## config.mk

```make
export PLATFORM = sky130hd
export DESIGN_NAME = swmm_ctrl
export DESIGN_NICKNAME = d
export VERILOG_FILES = /design/src/design/swmm_pkg.sv /design/src/design/swmm_ctrl.sv
export SDC_FILE = /design/constraint.sdc
export NUM_CORES = 1
export LEC_CHECK = 0
export BUFFER_PORTS_ARGS = -buffer_cell sky130_fd_sc_hd__buf_4
export CORE_MARGIN = 4
export CORE_UTILIZATION = 45
export CTS_BUF_LIST = sky130_fd_sc_hd__clkbuf_8
export DETAILED_ROUTE_END_ITERATION = 8
export PLACE_DENSITY = 0.77
export REMOVE_ABC_BUFFERS = 1
export SYNTH_ARGS = -nofsm -noshare
export SYNTH_HDL_FRONTEND = slang
export SYNTH_SLANG_ARGS = --single-unit
```

## constraint.sdc

```tcl
create_clock -name clk_i -period 3.55 [get_ports clk_i]
set_input_delay 0.1775 -clock clk_i [delete_from_list [all_inputs] [get_ports clk_i]]
set_output_delay 0.1775 -clock clk_i [all_outputs]
set_load 0.005 [all_outputs]
```

## src/design/swmm_pkg.sv

```systemverilog
// ----------------------------------------------------------------------------
// swmm_pkg: shared types and constants for the sliding window min/max filter
// Sample and length types plus the control bundle that the sequencer hands
// to the cell chain.
// ----------------------------------------------------------------------------
package swmm_pkg;

  localparam int unsigned WinMax  = 256;
  localparam int unsigned SampleW = 32;
  localparam int unsigned LenW    = $clog2(WinMax + 1);
  localparam int unsigned IdxW    = (WinMax > 1) ? $clog2(WinMax) : 1;

  typedef logic signed [SampleW-1:0] sample_t;
  typedef logic        [LenW-1:0]    len_t;
  typedef logic        [IdxW-1:0]    idx_t;

  // Control from the sequencer to the chain: advance the cells on a sample
  // transfer, and pick the cell whose suffix min/max forms the result.
  typedef struct packed {
    logic shift_en;
    idx_t tap_idx;
  } chain_ctl_t;

endpackage

```

## src/design/swmm_ctrl.sv

```systemverilog
// ----------------------------------------------------------------------------
// swmm_ctrl: sequence counter, window register and result pipeline
// Counts samples of the current sequence, decides which transfers yield a
// result and which chain cell holds it, and drives the output register.
// ----------------------------------------------------------------------------
module swmm_ctrl (
  input  logic                 clk_i,
  input  logic                 rst_ni,
  // configuration
  input  logic                 cfg_valid_i,
  input  swmm_pkg::len_t       cfg_len_i,
  // sample channel handshake
  input  logic                 in_valid_i,
  input  logic                 in_last_i,
  output logic                 in_ready_o,
  // chain control and tap data
  output swmm_pkg::chain_ctl_t ctl_o,
  input  swmm_pkg::sample_t    tap_min_i,
  input  swmm_pkg::sample_t    tap_max_i,
  // result channel
  output logic                 out_valid_o,
  input  logic                 out_ready_i,
  output swmm_pkg::sample_t    out_min_o,
  output swmm_pkg::sample_t    out_max_o,
  output logic                 out_final_o
);

  localparam swmm_pkg::len_t LenMax = swmm_pkg::LenW'(swmm_pkg::WinMax);
  localparam swmm_pkg::len_t LenOne = swmm_pkg::LenW'(1);

  swmm_pkg::len_t wlen_q, wlen_d;
  swmm_pkg::len_t seen_q, seen_d;
  logic           pend_v_q, pend_v_d;
  swmm_pkg::idx_t pend_idx_q;
  logic           pend_last_q;
  logic           out_v_q, out_v_d;
  swmm_pkg::sample_t out_min_q, out_max_q;
  logic           out_final_q;

  logic           accept;
  logic           move;
  logic           full;
  logic           has_res;
  swmm_pkg::len_t seen_inc;
  swmm_pkg::len_t span;

  // Window length writes clamp into 1..WinMax.
  always_comb begin
    if (cfg_len_i == '0) begin
      wlen_d = LenOne;
    end else if (cfg_len_i > LenMax) begin
      wlen_d = LenMax;
    end else begin
      wlen_d = cfg_len_i;
    end
  end

  assign move       = pend_v_q && (!out_v_q || out_ready_i);
  assign in_ready_o = !pend_v_q || !out_v_q || out_ready_i;
  assign accept     = in_valid_i && in_ready_o;

  always_comb begin
    seen_inc = (seen_q == LenMax) ? seen_q : seen_q + LenOne;
    full     = (seen_inc >= wlen_q);
    has_res  = full || in_last_i;
    span     = full ? wlen_q : seen_inc;
    seen_d   = seen_q;
    if (accept) begin
      seen_d = in_last_i ? '0 : seen_inc;
    end
    pend_v_d = (accept && has_res) || (pend_v_q && !move);
    out_v_d  = move || (out_v_q && !out_ready_i);
  end

  // The tap is read after the sample transfer has been registered, once the
  // chain holds the suffix values that include the new sample.
  assign ctl_o.shift_en = accept;
  assign ctl_o.tap_idx  = pend_idx_q;

  always_ff @(posedge clk_i or negedge rst_ni) begin
    if (!rst_ni) begin
      wlen_q   <= LenOne;
      seen_q   <= '0;
      pend_v_q <= 1'b0;
      out_v_q  <= 1'b0;
    end else begin
      if (cfg_valid_i) begin
        wlen_q <= wlen_d;
      end
      seen_q   <= seen_d;
      pend_v_q <= pend_v_d;
      out_v_q  <= out_v_d;
    end
  end

  always_ff @(posedge clk_i) begin
    if (accept) begin
      pend_idx_q  <= swmm_pkg::IdxW'(span - LenOne);
      pend_last_q <= in_last_i;
    end
    if (move) begin
      out_min_q   <= tap_min_i;
      out_max_q   <= tap_max_i;
      out_final_q <= pend_last_q;
    end
  end

  assign out_valid_o = out_v_q;
  assign out_min_o   = out_min_q;
  assign out_max_o   = out_max_q;
  assign out_final_o = out_final_q;

endmodule

```

* Yosys cells after proc, flatten, opt, wreduce, memory -nomap -nowiden
Cells that the tools add are included.
** Word-level totals
- Flip-flop bits (word level) :: 94
- Latch bits :: 0
- Bits in writable memories :: 0
- Bits in read-only memories :: 0
- Input port bits :: 79
- Word-level logic and storage cells :: 35
- Memories kept :: 0
** Operators by class
- Add/sub/neg operators :: 2
- Multipliers :: 0
- Div/mod/pow operators :: 0
- Magnitude comparators :: 2
- Equal/unequal tests :: 1
- Shift-type cells :: 0
- Mux-type cells :: 5
- Bitwise operators :: 0
- Reduce and logical (&&, ||, !) cells :: 16
** Operators by type and width (number)
- $mux W9 :: 4
- $add A9 B1 Y9 const B :: 1
- $eq A9 B9 Y1 const B :: 1
- $ge A9 B9 Y1 :: 1
- $gt A9 B9 Y1 const B :: 1
- $logic_not A9 Y1 :: 1
- $mux W8 :: 1
- $sub A8 B1 Y8 const B :: 1
- $logic_or A1 B1 Y1 :: 6
- $logic_and A1 B1 Y1 :: 5
- $logic_not A1 Y1 :: 4

* Depth between registers and ports, before layout
- Word-level depth :: 6
- Depth in mapped cells :: 22
- Mapped depth without buffers :: 20

* Worst setup path before layout
Ideal clock, no wire load.
- Path kind :: reg-to-reg
- From :: reg seen_q[6]
- To :: reg pend_idx_q[4], data pin
- Setup time :: 270 ps
- Data arrival time :: 3545 ps
- Setup slack :: -265 ps
- Stages on the path, launching flop included :: 20
- Path buffers :: 2
- Period minus slack after synthesis :: 3815 ps
- Cell sequence :: dfrtp_1 buf_6 or3_4 or2_1 nor2_1 xnor2_1 inv_1 ha_1 nand2b_1 a41oi_1 o211ai_1 a31oi_4 clkbuf_1 nor2_1 a21oi_1 ha_1 inv_1 nor3_1 xnor2_1 a21oi_1
** Between the ends
- Longest elaborated chain between the ends :: 5
** Ends and longest elaborated chain
- from (decl) :: RTL line swmm_ctrl.sv:32 : swmm_pkg::len_t seen_q, seen_d;
- from (signal assigned) :: RTL line swmm_ctrl.sv:90 : seen_q <= seen_d;
- $add A9 B1 Y9 or $eq A9 B9 Y1 (tied branches) :: RTL line swmm_ctrl.sv:63 : seen_inc = (seen_q == LenMax) ? seen_q : seen_q + LenOne;
- $mux W9 * :: RTL line swmm_ctrl.sv:63
- $ge A9 B9 Y1 :: RTL line swmm_ctrl.sv:64 : full = (seen_inc >= wlen_q);
- $mux W8 * :: RTL line swmm_ctrl.sv:66 : span = full ? wlen_q : seen_inc;
- $sub A8 B1 Y8 * :: RTL line swmm_ctrl.sv:98 : pend_idx_q <= swmm_pkg::IdxW'(span - LenOne);
- to (signal assigned) :: RTL line swmm_ctrl.sv:98
- to (decl) :: RTL line swmm_ctrl.sv:34 : swmm_pkg::idx_t pend_idx_q;
Every way passes the cells marked *; elsewhere a longest branch is shown, timed or not.
A chain may end at the register's enable or synchronous reset.

* Final worst setup path
- From :: reg seen_q[0]
- To :: reg seen_q[0]
** Between the ends
- Longest elaborated chain between the ends :: 3
** Ends and longest elaborated chain
- $add A9 B1 Y9 or $eq A9 B9 Y1 (tied branches) :: RTL line swmm_ctrl.sv:63
- $mux W9 * :: RTL line swmm_ctrl.sv:63
- $mux W9 * :: RTL line swmm_ctrl.sv:69 : seen_d = in_last_i ? '0 : seen_inc;
Marked as above.

==> impl_metrics.toml <==
[global_route]
grt_max_degree = 30
grt_overflow = 0
grt_usage_pct = 27.2
grt_pass1_wl_mm = 20.1
grt_pass1_vias = 3476
antenna_found_initial = 0

[power_and_ir_drop]
peakVddDrop_mv = 0.221
internal-power_uw = 2050
power_switching_uw = 866
swShare_pct = 29.7
p_leak_uw = 0.00282
combPwrFrac_pct = 28.0
p_total_uw = 2920
p_per_area_nw_per_um2 = 454
power_frac_seq_pct = 48.2
clkPwrFrac_pct = 23.8

[critical_path]
path_buf_inv = 19
crit_slowest_cell = "dfrtp_1"
critPathKind = "reg -> reg"
required_ps = 3830
arrival_ps = 4090
startpoint_type = "register"
crit_path_frequent_cell = "buf_4"
end_kind = "register"
path_max_fanout = 2
r2r-end = "seen_q[0]$_DFFE_PN0P_"
r2r-start = "seen_q[0]$_DFFE_PN0P_"
cpLargestDelayFamily = "buffers and inverters"
rrSetupSlack_ps = -260
rr_worst_depth = 25
critical-path-max-stage-delay_ps = 430

[synthesis]
yosysSeqAreaShare_pct = 70.8
yosysMostFrequentCell = "edfxtp_1"
syn_inst = 267
ys_warn_count = 0
synth_edf_count = 74
syn_avg_cell_area_um2 = 14.4
synth.area.top_cells = "edfxtp_1, dfrtp_1, ha_1"
synth_ff_type = "edfxtp_1"
synth_top_area_share_pct = 57.7
ys_ff_latch = 94
synthArstFlopShare_pct = 21.3
synth_top_cell_by_area = "edfxtp_1"
synth_common_cells = "edfxtp_1, o21ai_0, dfrtp_1, inv_1, xnor2_1"
ys_types = 50
synth_area_um2 = 3850

[final_layout]
syn_to_final_growth_pct = 66.9
drive_above_1_share_pct = 47.4
diodes = 0
fillers = 433
nNetsFinal = 626

[job]
max-cap-violations = 0

[timing]
min_period_over_period_pct = 107
rsz0062_at_grt = "true"
holdWs_ps = 47.6
fin_skew_ps = 17.2
setup_slack_ps = -256
max_freq_mhz = 263
slew_headroom_pct = 55.6
worst_slew_pin_slew_ps = 667
hold_violations = 0
fin_crit_ps = 3810
setup_viol_count_final = 3
slew_viol_final = 0

[floorplanning]
fp-row-count = 33
fp.dieW_um = 100
ios = 155
core_area_um2 = 8260
start_util_pct = 46.6
dieArea_um2 = 10100
die_h_um = 100

[routing]
initialDrtViolationCount = 274
antenna_left = 0
avgViaCountPerCell = 5.34
drc = 0
drtPass1Iterations = 5
wl_per_cell_um = 22.1
dr_total_vias = 3446
totalWireLength_mm = 14.3

[cts]
cts_buffers = 9
clock_path_buffers = 2
root_buffer = "clkbuf_8"
htreeDepth = 3
cts_sinks = 94
clk_pin_slew_ps = 100
cts_tree = "yes"
clk_latency_ps = 380

[placed_design]
portBuffers = 154
place.gp.congestion = 0.926
dpl.hpwl_mm = 7.85
pre_cts_ws_ps = -170

[hold_path]
worstHoldPathType = "in -> reg"
hold_end = "wlen_q[5]$_DFFE_PN0P_"
min_path_cells = 3
hp-start = "cfg_len_i[5]"

[run_status]
violations = "negative setup slack"
status = "finished, violations left"
[placed cells by master, fill, tap and decap left out, drive strengths merged, types with 2 or more instances in the layout]
| cell type | synthesis | routed |
|---|---|---|
| dfrtp | 19 | 19 |
| inv | 19 | 24 |
| edfxtp | 74 | 74 |
| xnor2 | 13 | 13 |
| nand3 | 6 | 6 |
| a21oi | 9 | 9 |
| a31oi | 3 | 3 |
| or2 | 2 | 2 |
| nor2 | 12 | 12 |
| dlygate4sd3 | 0 | 65 |
| nand2 | 10 | 10 |
| buf | 4 | 202 |
| a21o | 2 | 2 |
| clkbuf | 6 | 9 |
| o21ai | 22 | 22 |
| or3 | 2 | 2 |
| o211ai | 2 | 2 |
| a22o | 2 | 2 |
| mux2i | 3 | 3 |
| and3 | 2 | 2 |
| and2b | 2 | 2 |
| ha | 12 | 12 |
| nand2b | 3 | 3 |
| xor2 | 4 | 4 |
| nor3 | 8 | 8 |
| nand3b | 9 | 9 |
[layout make-up]
cell class / instances / area, um^2 / area share [%]
multi-input cells: 144 / 1140 / 17.8
clock buffers: 9 / 124 / 1.93
flip-flops and latches: 94 / 2730 / 42.4
repair buffers: 267 / 2170 / 33.8
clock inverters: 7 / 55.1 / 0.857
well taps: 105 / 131 / 2.04
inverters: 19 / 73.8 / 1.15
[per-stage QoR]
step,cells,utilization (%),setup TNS (ps),area [um^2]
after floorplan,257,-,-310,3800
after global placement,535,63.3,0,5230
after detailed placement,535,63.3,-323,5230
after CTS,639,75.8,0,6260
after global routing,645,77.8,-1060,6430
final,645,77.8,-650,6430
[metal layers]
layer	GRT usage [%]	part of all wire (%)	up-vias
met3	7.27	8.9	36
li1	-	-	1504
met2	49.6	53	189
met5	0	0	-
met1	31.3	36	1717
met4	7.77	2.4	0
[worst min-delay path: cells and delay by family]
family                 cells  cell delay (ps)
AND/OR/NAND/NOR            1               60
buffers and inverters      1               80
AO/OA/AOI/OAI              1               60
[cell families after synthesis]
logic type	synth area share, %
flops	70.8
xor+xnor	3.87
buf+inv	3.18
fa+ha+maj	3.90
mux	1.07
simple gates	9.72
compound gates	7.51
[worst max path at each step]
stage                                from                      end  slack [ps]  cells after the start
global route        seen_q[0]$_DFFE_PN0P_  pend_idx_q[6]$_DFFE_PP_        -370                     19
global placement    seen_q[6]$_DFFE_PN0P_  pend_idx_q[6]$_DFFE_PP_          40                     16
finish              seen_q[0]$_DFFE_PN0P_    seen_q[0]$_DFFE_PN0P_        -260                     25
detailed placement  seen_q[6]$_DFFE_PN0P_  pend_idx_q[4]$_DFFE_PP_        -170                     16
CTS                 seen_q[5]$_DFFE_PN0P_  pend_idx_q[6]$_DFFE_PP_           6                     16
floorplan           seen_q[6]$_DFFE_PN0P_  pend_idx_q[4]$_DFFE_PP_        -160                     16
[power by group through the flow]
stage | Combinational [uW] | Clock, uW | Sequential (uW)
global route | 865 | 751 | 1410
global placement | 543 | 0 | 1400
finish | 817 | 693 | 1410
floorplan | 221 | 0 | 1420
detailed placement | 558 | 0 | 1410
CTS | 697 | 675 | 1390
[flip-flops by register name (all words and copies together), names as in the netlist]
| signal | flops |
|---|---|
| pend_last_q | 1 |
| out_valid_o | 1 |
| out_max_o | 32 |
| pend_v_q | 1 |
| pend_idx_q | 8 |
| out_final_o | 1 |
| out_min_o | 32 |
| wlen_q | 9 |
| seen_q | 9 |
[repair_timing]
| item | 4_1_cts | 5_1_grt |
|---|---|---|
| hold buffers | 65 | 0 |
| hold endpoints to repair | 84 | 0 |
| pin swaps | 11 | 10 |
| buffers inserted | 23 | 6 |
| endpoints found under the setup margin | 2 | 5 |
| gates resized for setup | 8 | 27 |
Power figures use the tool's default switching activity.
