**src/design/swmm_pkg.sv**
```systemverilog
// ----------------------------------------------------------------------------
// swmm_pkg: shared types and constants for the sliding window min/max filter
// Sample and length types plus the control bundle that the sequencer hands
// to the cell chain.
// ----------------------------------------------------------------------------
package swmm_pkg;

  localparam int unsigned WinMax  = 256;
  localparam int unsigned SampleW = 32;
  localparam int unsigned LenW    = $clog2(WinMax + 1);
  localparam int unsigned IdxW    = (WinMax > 1) ? $clog2(WinMax) : 1;

  typedef logic signed [SampleW-1:0] sample_t;
  typedef logic        [LenW-1:0]    len_t;
  typedef logic        [IdxW-1:0]    idx_t;

  // Control from the sequencer to the chain: advance the cells on a sample
  // transfer, and pick the cell whose suffix min/max forms the result.
  typedef struct packed {
    logic shift_en;
    idx_t tap_idx;
  } chain_ctl_t;

endpackage

```
**src/design/swmm_cell.sv**
```systemverilog
// ----------------------------------------------------------------------------
// swmm_cell: one cell of the suffix min/max chain
// Cell i holds the min and max of the newest i+1 samples. On each sample
// transfer it combines the new sample with its neighbor's previous values.
// ----------------------------------------------------------------------------
module swmm_cell (
  input  logic              clk_i,
  input  logic              shift_en_i,
  input  swmm_pkg::sample_t sample_i,
  input  swmm_pkg::sample_t prev_min_i,
  input  swmm_pkg::sample_t prev_max_i,
  output swmm_pkg::sample_t min_o,
  output swmm_pkg::sample_t max_o
);

  swmm_pkg::sample_t min_q, min_d;
  swmm_pkg::sample_t max_q, max_d;

  always_comb begin
    min_d = (prev_min_i < sample_i) ? prev_min_i : sample_i;
    max_d = (prev_max_i > sample_i) ? prev_max_i : sample_i;
  end

  always_ff @(posedge clk_i) begin
    if (shift_en_i) begin
      min_q <= min_d;
      max_q <= max_d;
    end
  end

  assign min_o = min_q;
  assign max_o = max_q;

endmodule

```
**config.mk**
```make
export PLATFORM = sky130hd
export DESIGN_NAME = swmm_cell
export DESIGN_NICKNAME = d
export VERILOG_FILES = /design/src/design/swmm_pkg.sv /design/src/design/swmm_cell.sv
export SDC_FILE = /design/constraint.sdc
export NUM_CORES = 1
export LEC_CHECK = 0
export BUFFER_PORTS_ARGS = -buffer_cell sky130_fd_sc_hd__buf_2
export CORE_MARGIN = 3
export CORE_UTILIZATION = 50
export CTS_CLUSTER_DIAMETER = 80
export CTS_CLUSTER_SIZE = 14
export DETAILED_ROUTE_END_ITERATION = 10
export GPL_TIMING_DRIVEN = 0
export HOLD_SLACK_MARGIN = 0.06
export PLACE_DENSITY = 0.81
export SLEW_MARGIN = 30
export SYNTH_ARGS = -nofsm -noshare
export SYNTH_HDL_FRONTEND = slang
export SYNTH_SLANG_ARGS = --single-unit
```
**constraint.sdc**
```tcl
create_clock -name clk_i -period 3.45 [get_ports clk_i]
set_input_delay 0.69 -clock clk_i [delete_from_list [all_inputs] [get_ports clk_i]]
set_output_delay 0.69 -clock clk_i [all_outputs]
set_load 0.05 [all_outputs]
```
# Word-level counts from Yosys, hierarchy flattened
# Index checks and enable logic that the tools add are counted.
[word_totals]
reg_bits = 64
out_inout_bits = 64
input_bits = 98
wordCells = 6
[classes]
mux = 2
order_cmp = 2
[ops]
columns = ["cell", "n"]
rows = [
  ["2-to-1 mux 32 bit", 2],
  ["> comparator 32 bit", 1],
  ["less-than comparator 32 bit", 1],
]

# Longest topological paths before layout
# Gate-level depths: netlist (run 1).
[logic_depth]
word_depth = 2
mapped_depth = 9
ltp_nobuf = 8

# Least setup slack after synthesis (run 1)
# Ideal clock, no wire load.
[synth_timing]
kind = "input port to flip-flop"
start = "in sample_i[2]"
end = "reg min_q[10] (netlist: min_o[10]), data pin"
t_required_ns = 3.190
setup_slack_ns = 0.573
t_arrival_ns = 2.617
cell_stages = 9
path_buffers = 1
path_cell_list = "inv_1 ha_1 a211o_1 a31oi_1 o311a_1 nor4b_2 o32ai_2 buf_6 mux2_4"
[synth_via]
elab_chain_cells = 2
[synth_lines]
columns = ["item", "line", "rtl"]
rows = [
  ["from (decl)", "swmm_cell.sv:9", "input swmm_pkg::sample_t sample_i,"],
  ["less-than comparator 32 bit", "swmm_cell.sv:20", "min_d = (prev_min_i < sample_i) ? prev_min_i : sample_i;"],
  ["2-to-1 mux 32 bit", "swmm_cell.sv:20", ""],
  ["named net min_d[10]", "swmm_cell.sv:16", "swmm_pkg::sample_t min_q, min_d;"],
  ["to (signal assigned)", "swmm_cell.sv:26", "min_q <= min_d;"],
  ["to (decl)", "swmm_cell.sv:16", ""],
]
# The timed path passes the listed nets, and every way through them passes these cells.
# A chain may end at the register's enable or synchronous reset.

# Worst setup path after layout (run 1)
[layout_timing]
start = "in sample_i[2]"
end = "reg min_q[29] (netlist: min_o[29]), data pin"
# The elaborated chain is that of the path after synthesis.

==> impl_metrics.csv, run 1 <==
group,metric,value,unit
outcome,run_status,"finished, final reports clean",
synthesis,synthesis.yosys.warnings,0,
final_layout,layout_commonest_cell,"buf_2",
routing,num_vias,3352,
routing,drt_drc_violations_left,0,
synthesis,synth_async_reset_ratio,0,
cts,htree_num_levels,3,
grt,via_count_of_the_first_global_routing_pass,3613,
final_layout,p_r_area_growth_vs_syn,26.3,%
grt,global_route_wire_length_before_repair,16500,µm
synthesis,syn_area,4340,µm²
cts,clkTransAtPathRegs,80,ps
critical_path,critPathArrivalTime,3060,ps
final_layout,final_layout_size_suffix_gt1_frac,0.422,
cts,cts_tree,"built",
cts,number_of_clock_buffers_inserted_by_tritoncts,9,
pwr,power.ir.vdd_worst,0.235,mV
place,routabilityCongestion,0.810,
cts,cts_root_buf,"clkbuf_8",
critical_path,worstPathRequired,3530,ps
grt,grt_antenna_before_repair,0,
timing,setup_viol,0,
routing,drt_pre_antenna_iters,4,
final_layout,finalNetCount,667,
final_layout,antenna_cells_inserted,0,
routing,finalWirelength,10500,µm
synthesis,synth.distinct_cells,40,
routing,initialDrtViolationCount,94,
floorplan,rows,33,
pwr,p_leak,2.63,nW
cts,cts.sink_count,64,
synthesis,post_synth.cell_area_avg,13.0,µm²
critical_path,peak_fanout_along_the_critical_path,10,
critical_path,worstSetupEndpointType,"flop",
grt,grt_max_degree,65,
grt,total_track_usage,0.212,
place,dpl.cell_count,600,
synthesis,postSynthRegisterBits,64,
floorplan,placeableCoreArea,8340,µm²
timing,drv_slew,0,
cts,post_cts_setup_buffers,0,
hold_path,min_path_type,"primary input to flop",
place,dp_hpwl,8390,µm
routing,wl_per_cell,17.0,µm
pwr,power_density,472,nW/µm²
synthesis,synth_seq_area_share,0.443,
synthesis,compound_gate_fraction_of_synth_area,0.0730,
timing,timing_hold_violations_final,0,
grt,grt.overflow.total,0,
synthesis,muxShareOfSynthArea,0.192,
critical_path,crit_start_category,"primary input",
timing,layout_min_cycle_time,2980,ps
floorplan,die_h,99.2,µm
floorplan,io_pins,162,
routing,route.antenna.remaining_nets,0,
timing,unrepaired_setup_endpoints_after_global_routing,"false",
place,io_buffer_count,161,
synthesis,synth_area_in_adders,0.182,
synthesis,synth_top_family_by_area,"multiplexers",
cts,cts-resized-gates,0,
routing,route.detailed.vias_per_inst,5.45,
cts,cts_hold_repair.buffers,0,
timing,period_share,0.863,
synthesis,synth_flop_cell,"edfxtp_1",
floorplan,die-area,9830,µm²
floorplan,die_w,99.2,µm
flow_run,cap_violations,0,
timing,setup_total_negative_slack,0,ps
synthesis,synth-xor-area-share,0,
timing,slew_headroom,0.443,
synthesis,synthSimpleGateAreaFrac,0.0706,
timing,max_freq,336,MHz
synthesis,number_of_flops_mapped_to_enable_cells_by_yosys,64,
timing,worst_slew_pin_slew,836,ps
final_layout,final_cells,615,
floorplan,initial_core_util,0.520,
synthesis,postSynthNetCount,495,
cts,cts_max_path_buffers,2,
timing,finalWorstSetupSlack,474,ps
final_layout,most-common-layout-cells,"buf_2 (163), edfxtp_1 (64), ha_1 (63)",
critical_path,criticalPathCategory,"primary input to flop",
synthesis,syn_inst,334,
final_layout,final.fill_count,651,
place,pre_cts_ws,113,ps
[cell type report]
cell class              instances  area (µm²)  area share
plain buffers                   6        48.8     0.00891
clock buffers                  10         128      0.0233
clock inverters                 5        72.6      0.0132
inverters                      33         124      0.0226
multi-input cells             231        2240       0.410
flip-flops and latches         64        1920       0.351
well taps                     105         131      0.0240
repair buffers                161         808       0.148
[final timing paths]
check / startpoint / to / slack (ps) / cells past startpoint
max: sample_i[2] / min_o[29] / 470 / 10
min: prev_max_i[14] / max_o[14] / 660 / 2
[registers in the layout (all words and copies together) (netlist names)]
signal	cells
min_o	32
max_o	32
[metal layers]
layer / vias to the layer above / share of wire / track usage
li1: 1622 / - / -
met1: 1584 / 0.40 / 0.234
met2: 124 / 0.51 / 0.383
met3: 22 / 0.071 / 0.0589
met4: 0 / 0.022 / 0.0819
met5: - / 0 / 0
[synth_stat cells (2+ instances only)]
cell,number,area share
a211oi_1,3,0.0052
a21o_1,4,0.0069
a21oi_1,23,0.027
buf_2,3,0.0035
buf_6,3,0.0078
edfxtp_1,64,0.44
ha_1,63,0.18
inv_1,33,0.029
mux2_1,34,0.088
mux2_4,30,0.10
nand2_1,17,0.015
nand3_1,6,0.0069
nand3b_1,2,0.0035
nand4_1,8,0.012
nand4_2,2,0.0058
nor2_1,9,0.0078
nor4_1,2,0.0029
o21ai_0,6,0.0069
[cells by family (layout without fill, tap and decap cells)]
logic type	Yosys count	after routing
compound gates	49	49
fa+ha+maj	63	63
buf+inv	39	215
flops	64	64
mux	64	64
simple gates	55	55
[critical path, cell delays in order]
cell and delay, ps:
buf_2 100, inv_1 60, ha_1 310, a211o_1 290, a31oi_1 190, o311a_1 210, nor4b_2 70, o32ai_2 530
buf_6 270, mux2_4 320
[report_power, final]
part           internal [mW]  switching [mW]  total, mW
Combinational          0.305           0.599      0.904
Clock                  0.397           0.288      0.685
Sequential             0.974          0.0214      0.996
[per-stage QoR]
| stage | instance area, µm² | power, mW | hold WS, ps | util |
|---|---|---|---|---|
| after detailed placement | 5280 | 1.92 | 999 | 0.633 |
| after floorplan | 4340 | 1.67 | 802 | - |
| after CTS | 5480 | 2.61 | 643 | 0.657 |
| final | 5480 | 2.59 | 657 | 0.657 |
| after global placement | 5280 | 1.89 | 996 | 0.633 |
| after global routing | 5480 | 2.70 | 643 | 0.657 |
No activity file was read; power rests on OpenSTA's default activity.
==> run 2: changes to the inputs <==
--- a/config.mk
+++ b/config.mk
@@ -13,6 +13,7 @@
 export DETAILED_ROUTE_END_ITERATION = 10
 export GPL_TIMING_DRIVEN = 0
 export HOLD_SLACK_MARGIN = 0.06
+export MAX_ROUTING_LAYER = met4
 export PLACE_DENSITY = 0.81
 export SLEW_MARGIN = 30
 export SYNTH_ARGS = -nofsm -noshare
==> run 2 against run 1 <==
Core utilization is the same; critical path depth is the same; total power is essentially flat; wire length grew 0.14%; non-clock buffer count is the same; global-route usage grew 0.68 points; first-iteration DRC count shrank 28%; critical endpoint unchanged; largest cell class unchanged; highest routed layer unchanged.
==> impl_metrics.csv, run 2 (same netlist as run 1, synthesis figures left out) <==
group,metric,value,unit
outcome,run_status,"finished, final reports clean",
grt,global_route_wire_length_before_repair,16500,µm
final_layout,finalNetCount,667,
critical_path,criticalPathCategory,"primary input to flop",
final_layout,finish.utilization,0.657,
cts,htree_num_levels,3,
floorplan,die-area,9830,µm²
timing,period_share,0.863,
routing,finalWirelength,10500,µm
timing,drv_slew,0,
place,routabilityCongestion,0.821,
routing,wl_per_cell,17.0,µm
pwr,p_leak,2.63,nW
critical_path,worstPathRequired,3530,ps
grt,grt.overflow.total,0,
routing,route.antenna.remaining_nets,0,
routing,drt_drc_violations_left,0,
routing,drt_pre_antenna_iters,4,
cts,cts_hold_repair.buffers,0,
routing,route.detailed.vias_per_inst,5.43,
critical_path,critical_path.top_delay_family,"compound AO/OA/AOI/OAI gates",
floorplan,placeableCoreArea,8340,µm²
final_layout,final_cells,615,
critical_path,worstSetupEndpointType,"flop",
cts,cts_max_path_buffers,2,
pwr,power_density,472,nW/µm²
grt,via_count_of_the_first_global_routing_pass,3600,
critical_path,critPathMaxStageDelay,530,ps
critical_path,critPathArrivalTime,3060,ps
timing,timing_hold_violations_final,0,
routing,initialDrtViolationCount,68,
timing,worst_slew_pin_slew,842,ps
critical_path,cpMaxStageDelayCell,"o32ai_2",
pwr,power.ir.vdd_worst,0.235,mV
place,dp_hpwl,8390,µm
critical_path,crit_start_category,"primary input",
final_layout,antenna_cells_inserted,0,
critical_path,path_cells,"buf_2 > inv_1 > ha_1 > a211o_1 > a31oi_1 > o311a_1 > nor4b_2 > o32ai_2 > buf_6 > mux2_4",
grt,grt_max_degree,65,
timing,unrepaired_setup_endpoints_after_global_routing,"false",
cts,cts_tree,"built",
critical_path,critical_path.n_buffers_inverters,3,
floorplan,die_h,99.2,µm
timing,setup_viol,0,
final_layout,final.fill_count,651,
cts,cts_root_buf,"clkbuf_8",
cts,post_cts_setup_buffers,0,
timing,setup_total_negative_slack,0,ps
timing,final.hold.worst_slack,660,ps
final_layout,p_r_area_growth_vs_syn,26.3,%
grt,grt_antenna_before_repair,0,
flow_run,cap_violations,0,
floorplan,initial_core_util,0.520,
place,io_buffer_count,161,
critical_path,peak_fanout_along_the_critical_path,10,
routing,num_vias,3341,
timing,slew_headroom,0.439,
cts,number_of_clock_buffers_inserted_by_tritoncts,9,
grt,total_track_usage,0.218,
final_layout,layout_commonest_cell,"buf_2",
place,dpl.cell_count,600,
timing,max_freq,336,MHz
floorplan,die_w,99.2,µm
timing,layout_min_cycle_time,2980,ps
floorplan,rows,33,
cts,cts.sink_count,64,
final_layout,final_layout_size_suffix_gt1_frac,0.422,
hold_path,min_path_type,"primary input to flop",
cts,cts-resized-gates,0,
cts,clkTransAtPathRegs,80,ps
floorplan,io_pins,162,
final_layout,most-common-layout-cells,"buf_2 (163), edfxtp_1 (64), ha_1 (63)",
## run 2: cell counts in the layout (fill, tap and decap cells not counted)
No cell type changed its count.
## run 2: layer usage
metal,wire (µm),vias up,track usage
li1,-,1622,-
met1,4260,1583,0.240
met2,5370,122,0.383
met3,680,14,0.0526
met4,174,0,0.0819
met5,0,-,-
## run 2: through the flow
| step | worst slack (ps) | total power [mW] | area (µm²) |
|---|---|---|---|
| after CTS | 481 | 2.61 | 5480 |
| final | 472 | 2.58 | 5480 |
| after floorplan | 573 | 1.67 | 4340 |
| after global routing | 341 | 2.70 | 5480 |
| after detailed placement | 113 | 1.92 | 5280 |
| after global placement | 141 | 1.89 | 5280 |
## run 2: worst paths after layout
check | from | to | slack [ps] | cells after the start
hold / removal | prev_max_i[14] | max_o[14] | 660 | 2
setup / recovery | sample_i[2] | min_o[29] | 470 | 10
## run 2: cell type report
type                            instances  area, µm²  area share
Buffer                                  6       48.8     0.00891
Multi-Input combinational cell        231       2240       0.410
Clock buffer                           10        128      0.0233
Sequential cell                        64       1920       0.351
Tap cell                              105        131      0.0240
Inverter                               33        124      0.0226
Timing Repair Buffer                  161        808       0.148
Clock inverter                          5       72.6      0.0132
## run 2: where the power goes
| part | switching, mW | total [mW] | internal (mW) | leakage [nW] |
|---|---|---|---|---|
| clock | 0.286 | 0.683 | 0.398 | 0.101 |
| combinational | 0.600 | 0.905 | 0.305 | 1.90 |
| sequential | 0.0213 | 0.996 | 0.974 | 0.626 |
==> run 3: changes to the inputs <==
--- a/config.mk
+++ b/config.mk
@@ -5,9 +5,10 @@
 export SDC_FILE = /design/constraint.sdc
 export NUM_CORES = 1
 export LEC_CHECK = 0
+export ABC_AREA = 1
 export BUFFER_PORTS_ARGS = -buffer_cell sky130_fd_sc_hd__buf_2
 export CORE_MARGIN = 3
-export CORE_UTILIZATION = 50
+export CORE_UTILIZATION = 51
 export CTS_CLUSTER_DIAMETER = 80
 export CTS_CLUSTER_SIZE = 14
 export DETAILED_ROUTE_END_ITERATION = 10
==> run 3 against run 2 <==
Clock power hardly changed; final cell count rose by 32%; worst hold slack lost 12 ps; sequential cell count did not move; non-clock buffer count is 18 higher; clock-buffer cell count unchanged; fmax grew 24%; sequential share of layout area shrank 1.9 points; die area increased by 4.7%; critical path type unchanged; largest power group is now combinational logic.
==> impl_metrics.csv, run 3 <==
group,metric,value,unit
outcome,run_status,"finished, final reports clean",
cts,cts_hold_repair.buffers,0,
critical_path,critPathMaxStageDelay,360,ps
grt,grt.overflow.total,0,
grt,global_route_wire_length_before_repair,20600,µm
critical_path,critical_path.top_delay_family,"simple AND/OR/NAND/NOR gates",
synthesis,post_synth.cell_area_avg,8.81,µm²
critical_path,peak_fanout_along_the_critical_path,10,
synthesis,synth_flop_cell,"edfxtp_1",
timing,finalWorstSetupSlack,1040,ps
hold_path,min_path_type,"primary input to flop",
routing,initialDrtViolationCount,259,
place,io_buffer_count,161,
cts,cts-resized-gates,0,
place,routabilityCongestion,0.908,
critical_path,criticalPathCategory,"primary input to flop",
synthesis,synth_async_reset_ratio,0,
cts,cts.sink_count,64,
cts,number_of_clock_buffers_inserted_by_tritoncts,9,
critical_path,critical_path.n_buffers_inverters,3,
critical_path,cpMaxStageDelayCell,"ha_1",
routing,num_vias,4548,
synthesis,synth_area_leaders,"edfxtp_1 (41%), ha_1 (17%), nand2_1 (13%), nand3_1 (7.2%), nand4_1 (4.8%)",
timing,max_freq,416,MHz
grt,grt_max_degree,65,
cts,post_cts_setup_buffers,0,
grt,total_track_usage,0.262,
floorplan,die-area,10300,µm²
pwr,power.ir.vdd_worst,0.291,mV
final_layout,p_r_area_growth_vs_syn,24.7,%
cts,cts_root_buf,"clkbuf_8",
synthesis,netlist.top_cell.by_area,"edfxtp_1",
floorplan,io_pins,162,
synthesis,postSynthRegisterBits,64,
routing,route.antenna.remaining_nets,0,
final_layout,finalNetCount,861,
synthesis,synth.distinct_cells,25,
synthesis,synthesis.yosys.warnings,0,
place,pre_cts_ws,689,ps
synthesis,commonest_cells_in_the_netlist,"nand2_1 (155), nand3_1 (67), edfxtp_1 (64)",
critical_path,critPathArrivalTime,2500,ps
synthesis,syn_inst,528,
pwr,power_density,482,nW/µm²
floorplan,placeableCoreArea,8810,µm²
routing,drt_drc_violations_left,0,
timing,unrepaired_setup_endpoints_after_global_routing,"false",
routing,route.detailed.vias_per_inst,5.59,
flow_run,cap_violations,0,
synthesis,synthMostInstantiatedCell,"nand2_1",
cts,cts_max_path_buffers,2,
routing,wl_per_cell,16.1,µm
pwr,p_leak,3.06,nW
critical_path,crit_start_category,"primary input",
cts,htree_num_levels,3,
cts,cts_tree,"built",
timing,drv_slew,0,
timing,worst_slew_pin_slew,837,ps
grt,grt_antenna_before_repair,0,
critical_path,worstPathRequired,3540,ps
final_layout,final_layout_size_suffix_gt1_frac,0.298,
synthesis,post-synth-top-area-fraction,0.413,
floorplan,initial_core_util,0.528,
timing,period_share,0.697,
floorplan,die_h,101,µm
routing,finalWirelength,13100,µm
timing,setup_viol,0,
final_layout,most-common-layout-cells,"buf_2 (166), nand2_1 (155), nand3_1 (67)",
timing,setup_total_negative_slack,0,ps
critical_path,path_common_cell,"nand2_1",
synthesis,number_of_flops_mapped_to_enable_cells_by_yosys,64,
timing,timing_hold_violations_final,0,
floorplan,rows,34,
critical_path,path_cells,"buf_2 > inv_1 > ha_1 > nand2_1 > nor2_2 > nand2_1 > nor2_2 > nand4_2 > clkbuf_1 > nand4_1 > nand2_1",
timing,layout_min_cycle_time,2410,ps
critical_path,worstSetupEndpointType,"flop",
place,dp_hpwl,10100,µm
routing,drt_pre_antenna_iters,5,
floorplan,die_w,101,µm
timing,slew_headroom,0.442,
final_layout,layout_commonest_cell,"buf_2",
grt,via_count_of_the_first_global_routing_pass,4517,
synthesis,synth_seq_area_share,0.413,
synthesis,postSynthNetCount,689,
cts,clkTransAtPathRegs,70,ps
synthesis,syn_area,4650,µm²
==> run 3: cell type report <==
type | instances | area [µm²]
inverter | 48 | 180
sequential | 64 | 1920
clock inverter | 5 | 72.6
clock buffer | 10 | 128
tap | 108 | 135
multi-input combinational | 392 | 2350
timing repair buffer | 161 | 808
fill | 750 | 3010
antenna | 1 | 2.50
buffer | 24 | 199
==> run 3: final timing paths <==
| path | start | end | slack (ps) | cells after the start |
|---|---|---|---|---|
| min | sample_i[27] | max_o[27] | 650 | 3 |
| max | sample_i[31] | max_o[14] | 1040 | 11 |
==> run 3: layer usage <==
layer,global-route usage,wire (µm)
met5,-,0
met2,0.430,6280
met3,0.0565,1170
met4,0.102,417
met1,0.314,5230
==> run 3: cell families (layout without fill, tap and decap cells) <==
group           count (synthesis)  count (layout)  synth area share
buf+inv                        72             248            0.0815
other cells                     0               1                 0
fa+ha+maj                      63              63             0.170
compound gates                 39              39            0.0466
simple gates                  290             290             0.289
flops                          64              64             0.413
==> run 3: stage by stage <==
| step | cell area (µm²) | power, mW | utilization | cells | hold WS, ps |
|---|---|---|---|---|---|
| 2_1_floorplan | 4650 | 1.82 | - | 528 | 802 |
| 3_3_place_gp | 5590 | 2.09 | 0.635 | 797 | 991 |
| 3_5_place_dp | 5590 | 2.12 | 0.635 | 797 | 995 |
| 4_1_cts | 5790 | 2.80 | 0.658 | 812 | 637 |
| 5_1_grt | 5790 | 2.93 | 0.658 | 812 | 648 |
| 6_report | 5800 | 2.79 | 0.658 | 813 | 647 |
==> run 3: power breakdown <==
part           internal [mW]  switching, mW  total [mW]
sequential             0.998         0.0234        1.02
clock                  0.397          0.286       0.683
combinational          0.308          0.781        1.09
